**src/hdl/quad_cell_tip_tilt_corrector_macros.svh**
```systemverilog
// assertion macros for the quad-cell tip/tilt corrector
`ifndef QUAD_CELL_TIP_TILT_CORRECTOR_MACROS_SVH
`define QUAD_CELL_TIP_TILT_CORRECTOR_MACROS_SVH

`ifndef ASSERT_OFF

// same-cycle implication under an active-low reset
`define QCTT_ASSERT_IMPLY(label, clk, rst_n, cond, prop, msg) \
    label: assert property (@(posedge clk) disable iff (!rst_n) (cond) |-> (prop)) \
        else $error(msg);

// next-cycle implication under an active-low reset
`define QCTT_ASSERT_NEXT(label, clk, rst_n, cond, prop, msg) \
    label: assert property (@(posedge clk) disable iff (!rst_n) (cond) |=> (prop)) \
        else $error(msg);

`else

`define QCTT_ASSERT_IMPLY(label, clk, rst_n, cond, prop, msg)
`define QCTT_ASSERT_NEXT(label, clk, rst_n, cond, prop, msg)

`endif

`endif

```
**src/hdl/qctt_pkg.sv**
```systemverilog
// types, constants and helper functions of the quad-cell tip/tilt corrector
package qctt_pkg;

    // parameter defaults
    localparam int ADC_BITS_DEF    = 16;
    localparam int MAX_SAMPLES_DEF = 255;

    // field and register widths
    localparam int CELL_W         = 16;
    localparam int NUM_CELLS      = 4;
    localparam int IN_DATA_W      = NUM_CELLS * CELL_W;
    localparam int IN_USER_W      = 3;
    localparam int SAMPLE_COUNT_W = 8;
    localparam int GAIN_W         = 16;
    localparam int THRESH_W       = 15;
    localparam int ERR_W          = 16;
    localparam int STEP_W         = 19;
    localparam int OUTCOME_W      = 3;
    localparam int CFG_INDEX_W    = 3;
    localparam int CFG_DATA_W     = 16;

    // result packing
    localparam int OUT_FIELDS_W = 2 + 2 * ERR_W + 3 * STEP_W;
    localparam int OUT_DATA_W   = ((OUT_FIELDS_W + 7) / 8) * 8;

    // divider: one integer step then fifteen fraction steps
    localparam int DIV_STEPS = ERR_W;
    localparam int DIV_CNT_W = $clog2(DIV_STEPS);

    // shared multiplier and step arithmetic
    localparam int MUL_A_W  = 33;
    localparam int MUL_B_W  = 25;
    localparam int PROD_W   = MUL_A_W + MUL_B_W;
    localparam int ACC_W    = 60;
    localparam int TIP_K    = 15134891;
    localparam int TILT_K   = 300;
    localparam int TILT_SH  = 16;
    localparam int ROUND_SH = 39;

    localparam logic [ACC_W-1:0]        ISSUE_LIM     = ACC_W'(3) << ROUND_SH;
    localparam logic signed [ERR_W-1:0] ON_TARGET_LIM = 16'sd1638;
    localparam logic signed [ERR_W-1:0] ERR_MAX       = 16'sh7fff;

    // register reset values
    localparam logic [SAMPLE_COUNT_W-1:0] SAMPLE_COUNT_RST = 8'd5;
    localparam logic [GAIN_W-1:0]         LOOP_GAIN_RST    = 16'd256;
    localparam logic [THRESH_W-1:0]       THRESH_RST       = 15'd164;

    // configuration register indexes
    typedef enum logic [CFG_INDEX_W-1:0] {
        CFG_SAMPLE_COUNT  = 3'd0,
        CFG_LOOP_GAIN     = 3'd1,
        CFG_THRESHOLD     = 3'd2,
        CFG_TILT_PARITY   = 3'd3,
        CFG_TIP_PARITY    = 3'd4
    } cfg_index_t;

    // result kinds
    typedef enum logic [OUTCOME_W-1:0] {
        OUT_ACCUM = 3'd0,
        OUT_OPEN  = 3'd1,
        OUT_LOW   = 3'd2,
        OUT_HOLD  = 3'd3,
        OUT_STEP  = 3'd4
    } outcome_t;

    // sequencer states
    typedef enum logic [2:0] {
        ST_IDLE,
        ST_PROC,
        ST_DIV,
        ST_MUL,
        ST_COMB,
        ST_SUM,
        ST_RND,
        ST_FIN
    } state_t;

    // magnitude of a step accumulator
    function automatic logic [ACC_W-1:0] abs_acc(input logic signed [ACC_W-1:0] x);
        return x[ACC_W-1] ? ACC_W'(-x) : ACC_W'(x);
    endfunction

    // round to whole tenths, halves away from zero
    function automatic logic signed [STEP_W-1:0] round_step(
        input logic signed [ACC_W-1:0] x
    );
        logic [ACC_W-1:0]         m;
        logic [ACC_W-1:0]         r;
        logic signed [STEP_W-1:0] rs;
        m  = abs_acc(x);
        r  = (m + (ACC_W'(1) << (ROUND_SH - 1))) >> ROUND_SH;
        rs = STEP_W'(r);
        return x[ACC_W-1] ? -rs : rs;
    endfunction

endpackage

```
**src/hdl/quad_cell_tip_tilt_corrector.sv**
```systemverilog
// quad-cell tip/tilt corrector: accumulation, serial normalisation, step derivation
// A readout that only accumulates passes PROC then FIN; an evaluation adds two 16-step
// restoring divisions and, in closed loop above threshold, four passes of the shared
// multiplier and the COMB, SUM and RND states. One readout at a time: the next is accepted
// once the previous result is in the output register, and FIN waits while that is held.
// Reset (aresetn low, synchronous) clears sums, count, flags and errors; config takes defaults.
`include "quad_cell_tip_tilt_corrector_macros.svh"

module quad_cell_tip_tilt_corrector
    import qctt_pkg::*;
#(
    parameter int ADC_BITS    = ADC_BITS_DEF,
    parameter int MAX_SAMPLES = MAX_SAMPLES_DEF
) (
    input  logic                   aclk,
    input  logic                   aresetn,
    // configuration write port
    input  logic                   cfg_wr_en,
    input  logic [CFG_INDEX_W-1:0] cfg_index,
    input  logic [CFG_DATA_W-1:0]  cfg_wr_data,
    // readout requests
    input  logic                   s_tvalid,
    output logic                   s_tready,
    // cell_bottom_left, cell_bottom_right, cell_top_right, cell_top_left
    input  logic [IN_DATA_W-1:0]   s_tdata,
    // read_ok, laser_on, loop_closed_request
    input  logic [IN_USER_W-1:0]   s_tuser,
    // results
    output logic                   m_tvalid,
    input  logic                   m_tready,
    // signal_good, on_target, tilt_error, tip_error, step_a, step_b, step_c, zero pad
    output logic [OUT_DATA_W-1:0]  m_tdata,
    // outcome
    output logic [OUTCOME_W-1:0]   m_tuser
);

    localparam int CELL_SW = (ADC_BITS > CELL_W) ? CELL_W + 1 : ADC_BITS;
    localparam int CNT_W   = $clog2(MAX_SAMPLES + 1);
    localparam int SUM_W   = CELL_SW - 1 + CNT_W;
    localparam int TOT_W   = SUM_W + 2;
    localparam int TGT_W   = (CNT_W > SAMPLE_COUNT_W) ? CNT_W : SAMPLE_COUNT_W;
    localparam int CMP_W   = CELL_SW + THRESH_W + 1;

    state_t state_reg, state_next;

    // configuration registers
    logic [SAMPLE_COUNT_W-1:0] sample_count_reg;
    logic [GAIN_W-1:0]         loop_gain_reg;
    logic [THRESH_W-1:0]       thresh_reg;
    logic                      tilt_par_reg;
    logic                      tip_par_reg;

    // persistent block state
    logic [SUM_W-1:0]        sum_reg [NUM_CELLS];
    logic [CNT_W-1:0]        count_reg;
    logic                    prev_mode_reg;
    logic                    sg_reg;
    logic                    ot_reg;
    logic signed [ERR_W-1:0] err_reg [2];

    // current readout
    logic signed [CELL_SW-1:0] cell_in  [NUM_CELLS];
    logic signed [CELL_SW-1:0] cell_reg [NUM_CELLS];
    logic                      laser_reg;
    logic                      closed_reg;

    // evaluation working registers
    logic                    below_reg;
    logic [TOT_W-1:0]        total_reg;
    logic [TOT_W-1:0]        mag_reg [2];
    logic                    neg_reg [2];
    logic [TOT_W-1:0]        rem_reg;
    logic [ERR_W-1:0]        quo_reg;
    logic [DIV_CNT_W-1:0]    div_cnt_reg;
    logic                    div_sel_reg;
    logic [1:0]              mul_cnt_reg;
    logic signed [MUL_A_W-1:0] p_reg    [2];
    logic signed [ACC_W-1:0]   corr_reg [2];
    logic signed [ACC_W-1:0]   acc_reg  [3];
    logic [ACC_W-1:0]          abs_ab_reg;
    outcome_t                  res_outcome_reg;
    logic signed [STEP_W-1:0]  res_step_reg [3];

    // output register
    logic                     m_valid_reg;
    outcome_t                 m_outcome_reg;
    logic                     m_sg_reg;
    logic                     m_ot_reg;
    logic signed [ERR_W-1:0]  m_tilt_reg;
    logic signed [ERR_W-1:0]  m_tip_reg;
    logic signed [STEP_W-1:0] m_step_reg [3];

    logic s_accept;
    logic out_free;

    // readout decoding: two's complement in ADC_BITS, zero on read failure
    always_comb begin
        for (int i = 0; i < NUM_CELLS; i++) begin
            cell_in[i] = s_tuser[0] ? CELL_SW'(s_tdata[i*CELL_W +: CELL_W]) : '0;
        end
    end

    assign s_tready = (state_reg == ST_IDLE);
    assign s_accept = s_tvalid && s_tready;
    assign out_free = !m_valid_reg || m_tready;

    // per-readout decision
    logic                      mode_change;
    logic [TGT_W-1:0]          target_fix;
    logic [TGT_W-1:0]          target;
    logic [CNT_W-1:0]          count_eff;
    logic                      evaluate;
    logic                      all_pos;
    logic                      below;
    logic signed [CMP_W-1:0]   th_cmp;
    logic signed [CMP_W-1:0]   c_cmp [NUM_CELLS];

    always_comb begin
        mode_change = (prev_mode_reg != closed_reg);
        target_fix  = (sample_count_reg == '0) ? TGT_W'(1) : TGT_W'(sample_count_reg);
        target      = (target_fix > TGT_W'(MAX_SAMPLES)) ? TGT_W'(MAX_SAMPLES) : target_fix;
        count_eff   = mode_change ? '0 : count_reg;
        evaluate    = (TGT_W'(count_eff) >= target);
        th_cmp      = CMP_W'($signed({1'b0, thresh_reg}));
        all_pos     = 1'b1;
        below       = 1'b1;
        for (int i = 0; i < NUM_CELLS; i++) begin
            c_cmp[i] = CMP_W'(cell_reg[i]);
            if (cell_reg[i][CELL_SW-1] || (cell_reg[i] == '0)) all_pos = 1'b0;
            if (c_cmp[i] >= th_cmp) below = 1'b0;
        end
    end

    // total and differences of the cell sums
    logic [TOT_W-1:0]        pair_r, pair_l, pair_t, pair_b, total_sum;
    logic signed [TOT_W:0]   tilt_d, tip_d;

    always_comb begin
        pair_r    = TOT_W'(sum_reg[1]) + TOT_W'(sum_reg[2]);
        pair_l    = TOT_W'(sum_reg[0]) + TOT_W'(sum_reg[3]);
        pair_t    = TOT_W'(sum_reg[2]) + TOT_W'(sum_reg[3]);
        pair_b    = TOT_W'(sum_reg[0]) + TOT_W'(sum_reg[1]);
        total_sum = pair_r + pair_l;
        tilt_d    = $signed({1'b0, pair_r}) - $signed({1'b0, pair_l});
        tip_d     = $signed({1'b0, pair_t}) - $signed({1'b0, pair_b});
    end

    // shared compare/subtract unit: one quotient bit per cycle
    logic [TOT_W:0]          trial;
    logic [TOT_W:0]          trial_sub;
    logic                    ge;
    logic [TOT_W-1:0]        rem_new;
    logic [ERR_W-1:0]        quo_new;
    logic signed [ERR_W-1:0] err_new;
    logic                    div_last;
    logic                    on_tgt;

    always_comb begin
        trial     = (div_cnt_reg == '0) ? {1'b0, mag_reg[div_sel_reg]} : {rem_reg, 1'b0};
        trial_sub = trial - {1'b0, total_reg};
        ge        = (trial >= {1'b0, total_reg});
        rem_new   = ge ? trial_sub[TOT_W-1:0] : trial[TOT_W-1:0];
        quo_new   = {quo_reg[ERR_W-2:0], ge};
        if (total_reg == '0) begin
            err_new = '0;
        end else if (neg_reg[div_sel_reg]) begin
            err_new = -$signed(quo_new);
        end else if (quo_new[ERR_W-1]) begin
            err_new = ERR_MAX;
        end else begin
            err_new = $signed(quo_new);
        end
        div_last = (div_cnt_reg == DIV_CNT_W'(DIV_STEPS - 1));
        on_tgt   = (err_reg[0] <= ON_TARGET_LIM) && (err_reg[0] >= -ON_TARGET_LIM) &&
                   (err_new <= ON_TARGET_LIM) && (err_new >= -ON_TARGET_LIM);
    end

    // shared multiplier: tip*gain, tilt*gain, then the two correction scales
    logic signed [MUL_A_W-1:0] mul_a;
    logic signed [MUL_B_W-1:0] mul_b;
    logic signed [PROD_W-1:0]  prod;

    always_comb begin
        mul_a = mul_cnt_reg[1] ? p_reg[~mul_cnt_reg[0]] : MUL_A_W'(err_reg[~mul_cnt_reg[0]]);
        if (!mul_cnt_reg[1]) begin
            mul_b = MUL_B_W'(loop_gain_reg);
        end else if (mul_cnt_reg[0]) begin
            mul_b = MUL_B_W'(TILT_K);
        end else begin
            mul_b = MUL_B_W'(TIP_K);
        end
        prod = mul_a * mul_b;
    end

    // parity-signed terms of the three actuator steps
    logic signed [ACC_W-1:0] ntip, ttl;
    logic [ACC_W-1:0]        abs_all;
    logic                    issue;

    always_comb begin
        ntip    = tip_par_reg ? -corr_reg[1] : corr_reg[1];
        ttl     = tilt_par_reg ? corr_reg[0] : -corr_reg[0];
        abs_all = abs_ab_reg + abs_acc(acc_reg[2]);
        issue   = (abs_all > ISSUE_LIM);
    end

    // state register
    always_ff @(posedge aclk) begin
        if (!aresetn) begin
            state_reg <= ST_IDLE;
        end else begin
            state_reg <= state_next;
        end
    end

    // sequencer next state
    always_comb begin
        state_next = state_reg;
        unique case (state_reg)
            ST_IDLE: if (s_accept) state_next = ST_PROC;
            ST_PROC: state_next = evaluate ? ST_DIV : ST_FIN;
            ST_DIV: begin
                if (div_last && div_sel_reg) begin
                    state_next = (!closed_reg || below_reg) ? ST_FIN : ST_MUL;
                end
            end
            ST_MUL:  if (mul_cnt_reg == 2'd3) state_next = ST_COMB;
            ST_COMB: state_next = ST_SUM;
            ST_SUM:  state_next = ST_RND;
            ST_RND:  state_next = ST_FIN;
            ST_FIN:  if (out_free) state_next = ST_IDLE;
        endcase
    end

    // configuration registers and persistent state
    always_ff @(posedge aclk) begin
        if (!aresetn) begin
            sample_count_reg <= SAMPLE_COUNT_RST;
            loop_gain_reg    <= LOOP_GAIN_RST;
            thresh_reg       <= THRESH_RST;
            tilt_par_reg     <= 1'b0;
            tip_par_reg      <= 1'b1;
            for (int i = 0; i < NUM_CELLS; i++) sum_reg[i] <= '0;
            count_reg     <= '0;
            prev_mode_reg <= 1'b0;
            sg_reg        <= 1'b0;
            ot_reg        <= 1'b0;
            err_reg[0]    <= '0;
            err_reg[1]    <= '0;
        end else begin
            // register writes
            if (cfg_wr_en) begin
                unique case (cfg_index)
                    CFG_SAMPLE_COUNT: sample_count_reg <= cfg_wr_data[SAMPLE_COUNT_W-1:0];
                    CFG_LOOP_GAIN:    loop_gain_reg    <= cfg_wr_data[GAIN_W-1:0];
                    CFG_THRESHOLD:    thresh_reg       <= cfg_wr_data[THRESH_W-1:0];
                    CFG_TILT_PARITY:  tilt_par_reg     <= cfg_wr_data[0];
                    CFG_TIP_PARITY:   tip_par_reg      <= cfg_wr_data[0];
                    default: ;
                endcase
            end
            // flags, mode change and accumulation
            if (state_reg == ST_PROC) begin
                sg_reg        <= laser_reg && sg_reg;
                ot_reg        <= laser_reg && ot_reg && !mode_change;
                prev_mode_reg <= closed_reg;
                if (evaluate) begin
                    for (int i = 0; i < NUM_CELLS; i++) sum_reg[i] <= '0;
                    count_reg <= '0;
                end else if (all_pos) begin
                    for (int i = 0; i < NUM_CELLS; i++) begin
                        sum_reg[i] <= (mode_change ? '0 : sum_reg[i]) +
                                      SUM_W'(cell_reg[i][CELL_SW-2:0]);
                    end
                    count_reg <= count_eff + CNT_W'(1);
                end else begin
                    if (mode_change) begin
                        for (int i = 0; i < NUM_CELLS; i++) sum_reg[i] <= '0;
                    end
                    count_reg <= count_eff;
                end
            end
            // normalised errors and evaluation flags
            if ((state_reg == ST_DIV) && div_last) begin
                err_reg[div_sel_reg] <= err_new;
                if (div_sel_reg) begin
                    if (!closed_reg) begin
                        ot_reg <= 1'b0;
                    end else if (below_reg) begin
                        sg_reg <= 1'b0;
                        ot_reg <= 1'b0;
                    end else begin
                        sg_reg <= 1'b1;
                        ot_reg <= on_tgt;
                    end
                end
            end
        end
    end

    // sequencer counters
    always_ff @(posedge aclk) begin
        if (!aresetn) begin
            div_cnt_reg <= '0;
            div_sel_reg <= 1'b0;
            mul_cnt_reg <= '0;
        end else begin
            priority case (state_reg)
                ST_PROC: begin
                    div_cnt_reg <= '0;
                    div_sel_reg <= 1'b0;
                    mul_cnt_reg <= '0;
                end
                ST_DIV: begin
                    div_cnt_reg <= div_last ? '0 : div_cnt_reg + DIV_CNT_W'(1);
                    if (div_last) div_sel_reg <= 1'b1;
                end
                ST_MUL:  mul_cnt_reg <= mul_cnt_reg + 2'd1;
                default: ;
            endcase
        end
    end

    // working datapath
    always_ff @(posedge aclk) begin
        unique case (state_reg)
            ST_IDLE: begin
                if (s_accept) begin
                    for (int i = 0; i < NUM_CELLS; i++) cell_reg[i] <= cell_in[i];
                    laser_reg  <= s_tuser[1];
                    closed_reg <= s_tuser[2];
                end
            end
            ST_PROC: begin
                below_reg  <= below;
                total_reg  <= total_sum;
                neg_reg[0] <= tilt_d[TOT_W];
                neg_reg[1] <= tip_d[TOT_W];
                mag_reg[0] <= tilt_d[TOT_W] ? TOT_W'(-tilt_d) : TOT_W'(tilt_d);
                mag_reg[1] <= tip_d[TOT_W] ? TOT_W'(-tip_d) : TOT_W'(tip_d);
                res_outcome_reg <= OUT_ACCUM;
                for (int i = 0; i < 3; i++) res_step_reg[i] <= '0;
            end
            ST_DIV: begin
                rem_reg <= rem_new;
                quo_reg <= quo_new;
                if (div_last && div_sel_reg) begin
                    if (!closed_reg) begin
                        res_outcome_reg <= OUT_OPEN;
                    end else if (below_reg) begin
                        res_outcome_reg <= OUT_LOW;
                    end
                end
            end
            ST_MUL: begin
                if (!mul_cnt_reg[1]) begin
                    p_reg[~mul_cnt_reg[0]] <= MUL_A_W'(prod);
                end else if (mul_cnt_reg[0]) begin
                    corr_reg[0] <= ACC_W'(prod) <<< TILT_SH;
                end else begin
                    corr_reg[1] <= ACC_W'(prod);
                end
            end
            ST_COMB: begin
                acc_reg[0] <= -(ntip <<< 1);
                acc_reg[1] <= ntip + ttl;
                acc_reg[2] <= ntip - ttl;
            end
            ST_SUM: abs_ab_reg <= abs_acc(acc_reg[0]) + abs_acc(acc_reg[1]);
            ST_RND: begin
                if (issue) begin
                    res_outcome_reg <= OUT_STEP;
                    for (int i = 0; i < 3; i++) res_step_reg[i] <= round_step(acc_reg[i]);
                end else begin
                    res_outcome_reg <= OUT_HOLD;
                end
            end
            ST_FIN: ;
        endcase
    end

    // output register valid
    always_ff @(posedge aclk) begin
        if (!aresetn) begin
            m_valid_reg <= 1'b0;
        end else if ((state_reg == ST_FIN) && out_free) begin
            m_valid_reg <= 1'b1;
        end else if (m_tready) begin
            m_valid_reg <= 1'b0;
        end
    end

    // output register payload
    always_ff @(posedge aclk) begin
        if ((state_reg == ST_FIN) && out_free) begin
            m_outcome_reg <= res_outcome_reg;
            m_sg_reg      <= sg_reg;
            m_ot_reg      <= ot_reg;
            m_tilt_reg    <= err_reg[0];
            m_tip_reg     <= err_reg[1];
            for (int i = 0; i < 3; i++) m_step_reg[i] <= res_step_reg[i];
        end
    end

    assign m_tvalid = m_valid_reg;
    assign m_tuser  = m_outcome_reg;
    assign m_tdata  = {(OUT_DATA_W - OUT_FIELDS_W)'(0), m_step_reg[2], m_step_reg[1],
                       m_step_reg[0], m_tip_reg, m_tilt_reg, m_ot_reg, m_sg_reg};

    // checks
    `QCTT_ASSERT_NEXT(a_accept_to_proc, aclk, aresetn, s_accept, state_reg == ST_PROC, "accepted readout not processed")
    `QCTT_ASSERT_IMPLY(a_rem_bound, aclk, aresetn, (state_reg == ST_DIV) && (div_cnt_reg != '0) && (total_reg != '0), rem_reg < total_reg, "divider remainder not below divisor")
    `QCTT_ASSERT_IMPLY(a_steps_only_issued, aclk, aresetn, m_valid_reg && (m_outcome_reg != OUT_STEP), (m_step_reg[0] == '0) && (m_step_reg[1] == '0) && (m_step_reg[2] == '0), "step without issue outcome")
    `QCTT_ASSERT_IMPLY(a_target_needs_signal, aclk, aresetn, m_valid_reg && m_ot_reg, m_sg_reg, "on target without good signal")

endmodule
```
**config.mk**
```make
export PLATFORM = sky130hd
export DESIGN_NAME = quad_cell_tip_tilt_corrector
export DESIGN_NICKNAME = d
export VERILOG_FILES = /design/src/hdl/qctt_pkg.sv /design/src/hdl/quad_cell_tip_tilt_corrector.sv
export VERILOG_INCLUDE_DIRS = /design/src /design/src/hdl
export SDC_FILE = /design/constraint.sdc
export NUM_CORES = 2
export LEC_CHECK = 0
export BUFFER_PORTS_ARGS = -buffer_cell sky130_fd_sc_hd__buf_2
export CORE_MARGIN = 2
export CORE_UTILIZATION = 40
export DETAILED_ROUTE_END_ITERATION = 12
export MAX_ROUTING_LAYER = met4
export PLACE_DENSITY = 0.6
export SLEW_MARGIN = 20
export SYNTH_ARGS = -nofsm -noshare
export SYNTH_HDL_FRONTEND = slang
export SYNTH_SLANG_ARGS = --single-unit
```
**constraint.sdc**
```tcl
create_clock -name aclk -period 20.1 [get_ports aclk]
set_input_delay 1.005 -clock aclk [delete_from_list [all_inputs] [get_ports aclk]]
set_output_delay 1.005 -clock aclk [all_outputs]
set_load 0.005 [all_outputs]
```
Word-level counts from Yosys, hierarchy flattened
Memories as Yosys holds them, arrays and structs flattened. A register that Yosys moved wholly into a read port is not among the register bits.
Cells that the tools add are included.
W data, S select, Z words.
{ "op_classes": {"muxes": 132, "add_sub_neg": 34, "eq_ne": 20, "magnitude_cmp": 12, "n_bitwise": 16, "multipliers": 1, "n_reduce_logical": 44} }
{ "op_table": {"columns": ["operator", "count"], "rows": [
  ["$mux W23", 16],
  ["$mux W60", 6],
  ["$neg A60 Y60", 6],
  ["$add A60 B60 Y60", 3],
  ["$add A58 B39 Y58 const B", 3],
  ["$mux W19", 6],
  ["$mux W16", 7],
  ["$add A23 B23 Y24", 4],
  ["$add A23 B15 Y23", 4],
  ["$mux W25", 3],
  ["$mux W1", 68],
  ["$ge A16 B16 Y1", 4],
  ["$logic_not A16 Y1", 4],
  ["$gt A60 B41 Y1 const B", 1],
  ["$reduce_or A60 Y1", 1],
  ["$sub A60 B60 Y60", 1],
  ["$mul A33 B25 Y58", 1],
  ["$neg A19 Y19", 3],
  ["$neg A25 Y25", 2],
  ["$sub A24 B24 Y25", 2],
  ["$mux W24", 2],
  ["$mux W8", 5],
  ["$mux W33", 1],
  ["$ge A16 B12 Y1 const B", 2],
  ["other kinds (44)", 104]
]} }
{ "word_totals": {"ram_bits": 720, "mem_count": 10, "ff_bits": 215, "word_cells": 295, "in_bits": 91, "output_inout_bits": 101} }
{ "memory_table": {"columns": ["name", "depth", "word_bits", "read_ports", "rd_clocked_by_memory_dff", "wr", "line_no", "text"], "rows": [
  ["acc_reg", 3, 60, 3, 0, 3, "quad_cell_tip_tilt_corrector.sv:79", "logic signed [ACC_W-1:0] acc_reg [3];"],
  ["corr_reg", 2, 60, 2, 0, 1, "quad_cell_tip_tilt_corrector.sv:78", "logic signed [ACC_W-1:0] corr_reg [2];"],
  ["sum_reg", 4, 23, 4, 0, 4, "quad_cell_tip_tilt_corrector.sv:54", "logic [SUM_W-1:0] sum_reg [NUM_CELLS];"],
  ["p_reg", 2, 33, 1, 0, 1, "quad_cell_tip_tilt_corrector.sv:77", "logic signed [MUL_A_W-1:0] p_reg [2];"],
  ["cell_reg", 4, 16, 4, 0, 4, "quad_cell_tip_tilt_corrector.sv:63", "logic signed [CELL_SW-1:0] cell_reg [NUM_CELLS];"],
  ["m_step_reg", 3, 19, 3, 0, 3, "quad_cell_tip_tilt_corrector.sv:91", "logic signed [STEP_W-1:0] m_step_reg [3];"],
  ["+4 memories", null, null, null, null, null, null, null]
]} }

Depth between registers and ports, before layout
An unclocked memory read counts as a cell.
{ "depth": {"word_depth": 14, "mapped_depth": 37, "mapped_depth_nobuf": 34} }

Worst setup path after synthesis
No wires, ideal clock.
{ "synth_timing": {"kind": "register -> register", "start": "reg state_reg[2]", "end": "mem acc_reg[1][40] (netlist: acc_reg[0][100]) (enable)", "path_stages_with_launch": 3, "period_less_slack_ns": 14.156, "setup_ns": 0.957, "t_arrival_ns": 13.199, "t_required_ns": 19.143, "n_path_buf": 1, "setup_slack_ns": 5.944, "cell_sequence": "dfxtp_1 clkbuf_1 nor3b_1"} }
{ "synth_lines": {"columns": ["item", "line_no", "text"], "rows": [
  ["from (decl)", "quad_cell_tip_tilt_corrector.sv:44", "state_t state_reg, state_next;"],
  ["from (signal assigned)", "quad_cell_tip_tilt_corrector.sv:212", "state_reg <= state_next;"],
  ["to (decl)", "quad_cell_tip_tilt_corrector.sv:79", null]
]} }

Worst setup path after layout
{ "layout_timing": {"start": "reg mul_cnt_reg[1]", "end": "mem corr_reg[1][56] (netlist: corr_reg[0][116]), data pin"} }
{ "layout_via": {"elab_cells_between_ends": 8, "cone_classes": "mul: 1; mux: 6; reduce/logical: 1"} }
{ "layout_lines": {"columns": ["item", "line_no", "text"], "rows": [
  ["from (decl)", "quad_cell_tip_tilt_corrector.sv:76", "logic [1:0] mul_cnt_reg;"],
  ["from (signal assigned)", "quad_cell_tip_tilt_corrector.sv:318", "ST_MUL: mul_cnt_reg <= mul_cnt_reg + 2'd1;"],
  ["$mux W33 or $mux W24 (tied branches)", "quad_cell_tip_tilt_corrector.sv:184, quad_cell_tip_tilt_corrector.sv:185", null],
  ["$mul A33 B25 Y58 (*)", "quad_cell_tip_tilt_corrector.sv:192", "prod = mul_a * mul_b;"],
  ["via prod[56]", "quad_cell_tip_tilt_corrector.sv:181", "logic signed [PROD_W-1:0] prod;"],
  ["$mux W60 (no source line) (*)", null, null],
  ["to (decl)", "quad_cell_tip_tilt_corrector.sv:78", null]
]} }
The timed path passes the listed nets; every way through them passes the cells marked *.

==> run metrics <==
R2R Path End=corr_reg[0][116]; slowest stage cell, crit path=dfxtp_2; H-tree Lvls=3; final period utilization=53.9%; first-pass GRT wire length=412000 um; CP top delay family=adder cells; Adder-Cell Fraction of Synth Area=25.1%; CTS max path bufs=3; # resized after CTS=0; final count of hold timing violations=0; crit path capture=corr_reg[0][116]; Synth cell types=114; total iterations of the first detailed-routing run=6; # fillers=21900; Peak VDD IR=0.0735 mV; synth top area cells=edfxtp_1 26%, fa_1 16%, ha_1 9.1%; Core Util, Final=43.6%; fmax=92.3 MHz; nature of the critical path endpoint=register; Worst Path Max Fanout=39; Congestion Overflow GR=0; commonest cells in the synthesized netlist=1282 x inv_1, 969 x nor2_1, 794 x edfxtp_1; Largest stage delay, worst path=830 ps; routed vias=70000; initial antenna violation count=3; Placer Congestion=0.969; Area Growth Syn to Fin=8.41%; Final Instance Area=98200 sq um; Worst EP arrival=11260 ps; synthesized flop and latch total=927; most frequent CP cell=fa_1; IO buf count=186; DRC errors left=0; Post-Route Setup TNS=0 ps; clock skew=92.9 ps; Worst setup SP type=register; launching element of the worst setup path=mul_cnt_reg[1]; main combinational cell family by area after synthesis=adder cells; post-synth top area share=26.3%; Final Setup Violations=0; largest net degree at the start of global routing=84; Final Critical Period=10840 ps; Mapped Cells=9732; Synth Warn #=0; Post-synth EDFFs=794; max cap viols=0; Reg clk slew, reported paths=60 ps; worst path bufs/invs=5; status=complete, no violations; placed cell area=94900 sq um; Worst-Skew Late Latency=760 ps; prevailing post-synth register cell=edfxtp_1; worst slack, placed=9440 ps; biggest area consumer among synthesized cells=edfxtp_1; Root Driver=clkbuf_16; Final Total Pwr=8.27 mW; final hold slack=401 ps; core area=225000 sq um; die area=230000 sq um; Worst R2R Setup Slack=9260 ps; Total Routed Length=268000 um; fin. max-slew vios=0; HP Class=register to register; Setup Buffers After CTS=0; post-synthesis sequential area ratio=29.2%; Nets=11300; unrepaired setup endpoints after global routing=no; height of the die=480 um; Largest register FFs=174; Final Non-Filler Cells=12900; dpl cells=12700; Leak Pwr=41.1 nW; CTS sink cnt=927; setup ws final=9260 ps; hold buffers post-CTS=0; complex-gate fraction of the synthesized area=13.0%; wire length per cell=20.8 um; Cell Rows=174; Avg Inst Size Synth=9.31 sq um; CTS tree=built; Post-Synth Simple-Gate Area=15.4%; Vias/cell=5.44; CTS Buf Count=103; GRT Total Usage=23.7%; Crit Path Class=register to register; XOR/XNOR Fraction of Synth Area=9.05%; Crit path depth=30; Top Ports=192; initial core utilization=40.3%; DR iter-0 viols=5642; Antenna Violating Nets Remaining=0; Worst Max-Slew Pin Slew=1100 ps; cell with the most instances after synthesis=inv_1; post-synthesis mux area share=1.27%; Slew headroom=26.4%; reg2reg start=mul_cnt_reg[1]; die extent in x=480 um; layout cells sized above 1=6.66%; Required @ worst endpoint=20520 ps; reg2reg path depth=30; vias in the first global route=70200; Cell Pwr Density=84.2 nW/um^2; ys async rst share=0%; Detail Placement HPWL=217000 um; Mapped Area=90600 sq um
[cells in the final DEF, fill, tap and decap left out, types with 71 or more instances in the layout]
| cell type | count |
|---|---|
| nor4_1 | 72 |
| o21a_1 | 71 |
| or3_1 | 85 |
| nand2_1 | 705 |
| nand4_1 | 82 |
| inv_1 | 1281 |
| buf_4 | 99 |
| xnor2_1 | 657 |
| edfxtp_1 | 794 |
| fa_1 | 725 |
| nand2b_1 | 93 |
| a21o_1 | 210 |
| nor3_1 | 160 |
| nor2b_1 | 78 |
| o21bai_1 | 78 |
| clkbuf_16 | 105 |
| xor2_1 | 275 |
| ha_1 | 660 |
| nor2_1 | 963 |
| a21oi_1 | 501 |
| o31ai_1 | 73 |
| o21ai_0 | 380 |
| and2_1 | 174 |
| dfxtp_1 | 129 |
| and3_1 | 76 |
| nand3_1 | 184 |
| a31oi_1 | 77 |
| buf_2 | 186 |
[report_power, final]
part	total [mW]	switching [mW]	internal [mW]
logic	3.69	2.28	1.41
registers	2.71	0.181	2.53
clock network	1.88	0.821	1.06
[area by class of cell]
cell class	count	area [sq um]	share of cell area, %
flip-flops and latches	927	26500	27.0
inverters	1289	4840	4.93
clock inverters	65	637	0.648
repair buffers	285	1670	1.70
multi-input cells	7179	58100	59.1
well taps	2992	3740	3.81
diodes	3	7.51	0.00764
clock buffers	128	2730	2.78
[logic make-up after synthesis]
family | Yosys count
xor+xnor | 935
flops | 927
compound gates | 1834
other cells | 1
simple gates | 2913
buf+inv | 1630
fa+ha+maj | 1385
mux | 107
[how the worst min path moves through the flow]
stage | startpoint | end | slack, ps | cells after the start
after floorplan | ot_reg | m_ot_reg | 400 | 0
after global placement | res_step_reg[0][19] | m_step_reg[0][19] | 400 | 0
after detailed placement | res_step_reg[0][32] | m_step_reg[0][32] | 400 | 0
after CTS | res_outcome_reg[0] | m_tuser[0] | 400 | 0
after global routing | res_outcome_reg[1] | m_tuser[1] | 410 | 0
final | res_outcome_reg[1] | m_tuser[1] | 400 | 0
[metal layers]
layer | GRT usage (%) | wire length [um] | vias to the layer above | part of all wire (%)
met5 | - | 0 | - | 0
met4 | 6.58 | 8040 | 0 | 3.0
met3 | 3.22 | 16100 | 406 | 6.0
met2 | 37.4 | 122000 | 2216 | 46
met1 | 31.8 | 121000 | 34300 | 45
li1 | - | - | 33100 | -
(Power assumes the default switching activity.)
